===== config.mk =====
export PLATFORM = sky130hd
export DESIGN_NAME = tcw_seq
export DESIGN_NICKNAME = d
export VERILOG_FILES = /design/src/tcw_pkg.sv /design/src/tcw_seq.sv
export SDC_FILE = /design/constraint.sdc
export NUM_CORES = 1
export LEC_CHECK = 0
export ABC_AREA = 1
export BUFFER_PORTS_ARGS = -buffer_cell sky130_fd_sc_hd__buf_2
export CAP_MARGIN = 20
export CORE_MARGIN = 3
export CORE_UTILIZATION = 35
export CTS_CLUSTER_DIAMETER = 100
export DETAILED_ROUTE_END_ITERATION = 7
export GPL_ROUTABILITY_DRIVEN = 0
export PLACE_DENSITY = 0.65
export SYNTH_ARGS = -nofsm -noshare
export SYNTH_HDL_FRONTEND = slang
export SYNTH_SLANG_ARGS = --single-unit

===== constraint.sdc =====
create_clock -name i_clk -period 4.5 [get_ports i_clk]
set_input_delay 0.9 -clock i_clk [delete_from_list [all_inputs] [get_ports i_clk]]
set_output_delay 0.9 -clock i_clk [all_outputs]
set_load 0.01 [all_outputs]

===== src/tcw_pkg.sv =====
// Shared types, constants and the microcode table of the text console writer.
package tcw_pkg;

    // Field widths
    localparam int POS_W  = 11;
    localparam int CODE_W = 9;
    localparam int BYTE_W = 8;
    localparam int CELL_W = 16;
    localparam int STEP_W = 4;

    // Default screen geometry
    localparam int DEF_COLUMNS   = 80;
    localparam int DEF_ROWS_USED = 24;

    // Character and attribute codes
    localparam logic [CELL_W-1:0] ATTR      = 16'h0700;
    localparam logic [CODE_W-1:0] BS_CODE   = 9'h100;
    localparam logic [BYTE_W-1:0] NL_BYTE   = 8'h0A;
    localparam logic [BYTE_W-1:0] SP_BYTE   = 8'h20;
    localparam logic [BYTE_W-1:0] BS_BYTE   = 8'h08;

    // Microcode step addresses
    localparam logic [STEP_W-1:0] ST_CLR  = 4'd0;
    localparam logic [STEP_W-1:0] ST_IDLE = 4'd1;
    localparam logic [STEP_W-1:0] ST_CHR  = 4'd2;
    localparam logic [STEP_W-1:0] ST_NL   = 4'd3;
    localparam logic [STEP_W-1:0] ST_CHK  = 4'd4;
    localparam logic [STEP_W-1:0] ST_SCR  = 4'd5;
    localparam logic [STEP_W-1:0] ST_CPY  = 4'd6;
    localparam logic [STEP_W-1:0] ST_DRN  = 4'd7;
    localparam logic [STEP_W-1:0] ST_ZER  = 4'd8;
    localparam logic [STEP_W-1:0] ST_SPC  = 4'd9;
    localparam logic [STEP_W-1:0] ST_BS   = 4'd10;
    localparam logic [STEP_W-1:0] ST_BS1  = 4'd11;
    localparam logic [STEP_W-1:0] ST_BS2  = 4'd12;
    localparam logic [STEP_W-1:0] ST_BS3  = 4'd13;
    localparam logic [STEP_W-1:0] ST_RD   = 4'd14;
    localparam logic [STEP_W-1:0] ST_RD1  = 4'd15;

    // Screen store operation
    typedef enum logic [2:0] {
        MEM_NONE,
        MEM_CHAR,   // write code | attribute at cursor
        MEM_SPACE,  // write attributed space at cursor
        MEM_ZERO,   // write zero at sweep counter
        MEM_COPY,   // read counter + one row, write back one row up next cycle
        MEM_READ    // read the requested cell
    } t_mem_op;

    // Cursor operation
    typedef enum logic [2:0] {
        CUR_HOLD,
        CUR_INC,
        CUR_NL,
        CUR_BS,
        CUR_LAST    // start of the bottom row after a scroll
    } t_cur_op;

    // Sweep counter operation
    typedef enum logic [1:0] {
        CNT_HOLD,
        CNT_CLR,
        CNT_INC
    } t_cnt_op;

    // Serial echo byte select
    typedef enum logic [1:0] {
        SER_ZERO,
        SER_CODE,
        SER_BS,
        SER_SP
    } t_ser_sel;

    // Sequencer branch kind
    typedef enum logic [2:0] {
        JMP_NEXT,
        JMP_ALWAYS,
        JMP_DISPATCH,       // wait for an item, then branch on its kind
        JMP_IF_NO_SCROLL,
        JMP_IF_CNT_NE_COPY,
        JMP_IF_CNT_NE_ALL
    } t_jmp;

    // One control word
    typedef struct packed {
        t_mem_op           mem;
        t_cur_op           cur;
        t_cnt_op           cnt;
        t_ser_sel          ser;
        logic              emit;
        logic              cell_sel;
        logic              last;
        logic              in_rdy;
        t_jmp              jmp;
        logic [STEP_W-1:0] target;
    } t_uword;

    // Datapath status seen by the sequencer
    typedef struct packed {
        logic in_read;
        logic in_bs;
        logic in_nl;
        logic scroll;
        logic cnt_copy_end;
        logic cnt_all_end;
    } t_dp_stat;

    // Microcode table
    function automatic t_uword uc_rom(input logic [STEP_W-1:0] step);
        t_uword w;
        w = '{mem: MEM_NONE, cur: CUR_HOLD, cnt: CNT_HOLD, ser: SER_ZERO,
              emit: 1'b0, cell_sel: 1'b0, last: 1'b0, in_rdy: 1'b0,
              jmp: JMP_NEXT, target: ST_IDLE};
        case (step)
            ST_CLR: begin
                w.mem = MEM_ZERO; w.cnt = CNT_INC;
                w.jmp = JMP_IF_CNT_NE_ALL; w.target = ST_CLR;
            end
            ST_IDLE: begin
                w.in_rdy = 1'b1; w.jmp = JMP_DISPATCH; w.target = ST_IDLE;
            end
            ST_CHR: begin
                w.mem = MEM_CHAR; w.cur = CUR_INC;
                w.jmp = JMP_ALWAYS; w.target = ST_CHK;
            end
            ST_NL: begin
                w.cur = CUR_NL;
            end
            ST_CHK: begin
                w.jmp = JMP_IF_NO_SCROLL; w.target = ST_SPC;
            end
            ST_SCR: begin
                w.cnt = CNT_CLR;
            end
            ST_CPY: begin
                w.mem = MEM_COPY; w.cnt = CNT_INC;
                w.jmp = JMP_IF_CNT_NE_COPY; w.target = ST_CPY;
            end
            ST_DRN: begin
                // last copy write lands here
                w.cur = CUR_LAST;
            end
            ST_ZER: begin
                w.mem = MEM_ZERO; w.cnt = CNT_INC;
                w.jmp = JMP_IF_CNT_NE_ALL; w.target = ST_ZER;
            end
            ST_SPC: begin
                w.mem = MEM_SPACE; w.emit = 1'b1; w.ser = SER_CODE; w.last = 1'b1;
                w.jmp = JMP_ALWAYS; w.target = ST_IDLE;
            end
            ST_BS: begin
                w.cur = CUR_BS;
            end
            ST_BS1: begin
                w.mem = MEM_SPACE; w.emit = 1'b1; w.ser = SER_BS;
            end
            ST_BS2: begin
                w.emit = 1'b1; w.ser = SER_SP;
            end
            ST_BS3: begin
                w.emit = 1'b1; w.ser = SER_BS; w.last = 1'b1;
                w.jmp = JMP_ALWAYS; w.target = ST_IDLE;
            end
            ST_RD: begin
                w.mem = MEM_READ;
            end
            ST_RD1: begin
                w.emit = 1'b1; w.cell_sel = 1'b1; w.last = 1'b1;
                w.jmp = JMP_ALWAYS; w.target = ST_IDLE;
            end
            default: begin
                w.jmp = JMP_ALWAYS; w.target = ST_IDLE;
            end
        endcase
        return w;
    endfunction

endpackage


===== src/tcw_seq.sv =====
// Microcode sequencer: step counter, control table lookup and branch logic.
module tcw_seq (
    input  logic              i_clk,
    input  logic              i_rst_n,
    input  logic              i_in_valid,
    input  logic              i_out_busy,
    input  tcw_pkg::t_dp_stat i_stat,
    output tcw_pkg::t_uword   o_uw,
    output logic              o_go,
    output logic              o_in_ready
);
    import tcw_pkg::*;

    logic [STEP_W-1:0] r_step;
    logic [STEP_W-1:0] n_step;
    logic [STEP_W-1:0] step_inc;
    t_uword            uw;
    logic              stall;
    logic              accept;

    assign uw       = uc_rom(r_step);
    assign stall    = uw.emit && i_out_busy;
    assign accept   = i_in_valid && uw.in_rdy;
    assign step_inc = r_step + 1'b1;

    assign o_uw       = uw;
    assign o_go       = !stall;
    assign o_in_ready = uw.in_rdy;

    // Branch selection
    always_comb begin
        n_step = step_inc;
        case (uw.jmp)
            JMP_NEXT:   n_step = step_inc;
            JMP_ALWAYS: n_step = uw.target;
            JMP_DISPATCH: begin
                if (!accept)             n_step = uw.target;
                else if (i_stat.in_read) n_step = ST_RD;
                else if (i_stat.in_bs)   n_step = ST_BS;
                else if (i_stat.in_nl)   n_step = ST_NL;
                else                     n_step = ST_CHR;
            end
            JMP_IF_NO_SCROLL:   n_step = i_stat.scroll ? step_inc : uw.target;
            JMP_IF_CNT_NE_COPY: n_step = i_stat.cnt_copy_end ? step_inc : uw.target;
            JMP_IF_CNT_NE_ALL:  n_step = i_stat.cnt_all_end ? step_inc : uw.target;
            default:            n_step = ST_IDLE;
        endcase
        if (stall) n_step = r_step;
    end

    // Step counter; reset starts the screen clearing pass
    always_ff @(posedge i_clk) begin
        if (!i_rst_n) begin
            r_step <= ST_CLR;
        end else begin
            r_step <= n_step;
        end
    end

endmodule


==> summary.txt <==
Syn avg cell area: 5.321 um2
Final setup viols: 0
RSZ-0062 raised after global routing: false
YS warnings: 0
Max FFs per register: 4
Switch share: 60.76%
Crit path largest cell delay: 0.44 ns
Diodes inserted: 0
Post CTS Setup Buffer Count: 0
Max-capacitance violation count: 0
Final Hold Viols: 0
Avg WL per Cell: 11.43 um
Internal: 300.2 uW
Largest Register: r_step
Max-slew violation count: 0
Deepest clock path buffer count: 2
Nets: 218
Status: completed
Post-DP HPWL: 2226 um
Die Wd: 56.84 um
Proportion of layout cells with a drive suffix above 1: 27.23%
DR vias: 1155
DRT Pass-1 Iters: 4
Fin util: 46.68%
Post-Place Cell Area: 1070 um2
Die ar.: 3231 um2
TNS Setup: 0 ns
CTS clk-pin slew, worst paths: 0.03 ns
Worst-path cell chain: ha_1, nand2_1, nand2_2, nor2_1, nor2_2, inv_2, buf_2
Highest achievable clock rate: 369.7 MHz
Rel. slew slack: 66.94%
Area Growth Syn to Fin: 20.75%
Hold-fix buffers at CTS: 0
Worst setup SP type: flip-flop
Root Buffer: clkbuf_4
Layout filler cell count: 258
Antenna Nets Post-Route: 0
CP Capture Type: output port
Final Instance Area: 1092 um2
# port buffers: 32
Total clock sinks: 4
Area of the core: 2340 um2
Clock latency on the worst-skew pair: 0.23 ns
Multi-input gate area: 665.6 um2
Iteration-0 DRC Markers: 64
Mapped Cells: 170
Leakage: 0.6791 nW
Worst-Margin Slew: 0.4953 ns
Clock power share: 5.5%
CTS tree: done
Vias per Instance: 5.022
CP Max Fanout: 7
Final period util: 60.11%
Gr usage total: 16.48%
Setup CP Type: reg -> out
Post_cts resized: 0
First-pass GRT wire length: 4409 um
Pin count of the biggest net entering global routing: 12
Worst hold path class: reg -> reg
Register Area: 80.08 um2
Skew final: 0.001341 ns
Starting Density: 38.66%
Initial antenna violation count: 0
Vias in the first global route: 1025
Routed WL: 2630 um
CP arrival: 1.80 ns
Slowest CP cell: dfxtp_1
H-Tree Depth: 1
Critical Path RT: 3.60 ns
Yosys reg bits: 4
Syn nets: 184
I/O Pins: 33
Post-synthesis cell type count: 25
Clock period minus worst slack: 2.705 ns
Peak supply drop: 0.0003376 V
Power density over the cells: 700.3 nW/um2
TritonCTS buffer count: 3
DIE HEIGHT: 56.84 um
Sequential share of power: 10.7%
Hold_ws: 0.5301 ns
Sequential area share after synthesis: 8.852%
Net Switching: 464.8 uW
Mapped Area: 904.6 um2
Total gr overflow: 0
Rows: 17
Comb pwr share: 83.7%
Largest registers: r_step: 4 flops
DRC viols: 0
metal layers:
metal	routed length (um)	part of all wire [%]	track usage, %	vias up
met2	1234	47	28.71	43
li1	-	-	-	597
met5	0	0	0	-
met4	14	0.53	4.636	0
met1	1193	45	20.90	513
met3	188	7.1	2.299	2
power groups by stage:
stage	sequential, mW	combinational [mW]	clock (mW)
detailed placement	0.0809	0.638	0
floorplan	0.0705	0.473	0
finish	0.0821	0.640	0.0424
CTS	0.0807	0.640	0.0456
global placement	0.0808	0.635	0
global route	0.0851	0.717	0.0470
metrics by stage:
stage          instances  total power, mW  setup slack (ns)
4_1_cts              230           0.7659             1.804
3_3_place_gp         227           0.7159             2.116
2_1_floorplan        170           0.5434             2.346
6_report             230           0.7650             1.795
3_5_place_dp         227           0.7187             2.061
5_1_grt              230           0.8493             1.639
cells in the final DEF, fill, tap and decap left out:
cell      count
a21oi_1       3
buf_2        32
clkbuf_4      3
clkinv_4      1
dfxtp_1       4
ha_1          4
inv_1        29
inv_2         3
nand2_1      51
nand2_2       5
nand2_4       1
nand3_1      15
nand3_2       2
nand3b_1      1
nand4_1       5
nand4_2       1
nor2_1       20
nor2_2        3
nor2_4        3
nor3_1        2
o211ai_1      3
o21ai_0       7
o21ai_1       2
or2_2         1
xor2_1        1
cell usage after synthesis (all sizes together):
library cell / number / share of area (%)
inv: 32 / 13
or2: 1 / 0.69
buf: 3 / 3.3
a21oi: 3 / 1.7
nand3: 17 / 11
nand4: 6 / 4.8
nand3b: 1 / 0.83
o21ai: 9 / 5.0
nand2: 57 / 26
nor3: 2 / 1.1
nor2: 26 / 14
clkinv: 1 / 0.97
o211ai: 3 / 2.5
dfxtp: 4 / 8.9
ha: 4 / 5.5
xor2: 1 / 0.97
final timing paths:
kind / end / slack [ns] / startpoint / cells past startpoint
worst max-delay path: o_go / 1.80 / r_step[0] / 7
worst min-delay path: r_step[1] / 0.53 / r_step[1] / 2
worst max register to register: r_step[2] / 2.52 / r_step[0] / 13
worst min register to register: r_step[1] / 0.53 / r_step[1] / 2
critical path: cells and delay by family, from the launching register on:
kind          cells  cell delay (ns)
fa+ha+maj         1             0.32
simple gates      4             0.60
buf+inv           2             0.22
flops             1             0.44
cell families after synthesis:
kind of cell    after synthesis  synth area share, %
fa+ha+maj                     4                5.533
flops                         4                8.852
compound gates               15                9.128
simple gates                110                57.95
xor+xnor                      1               0.9684
buf+inv                      36                17.57
layout make-up:
type | count | share of cell area (%)
Clock buffer | 3 | 2.062
Sequential cell | 4 | 7.331
Tap cell | 28 | 3.207
Inverter | 33 | 11.80
Multi-Input combinational cell | 130 | 60.94
Timing Repair Buffer | 32 | 14.66
Note: power is estimated with default switching activity, not from simulation.
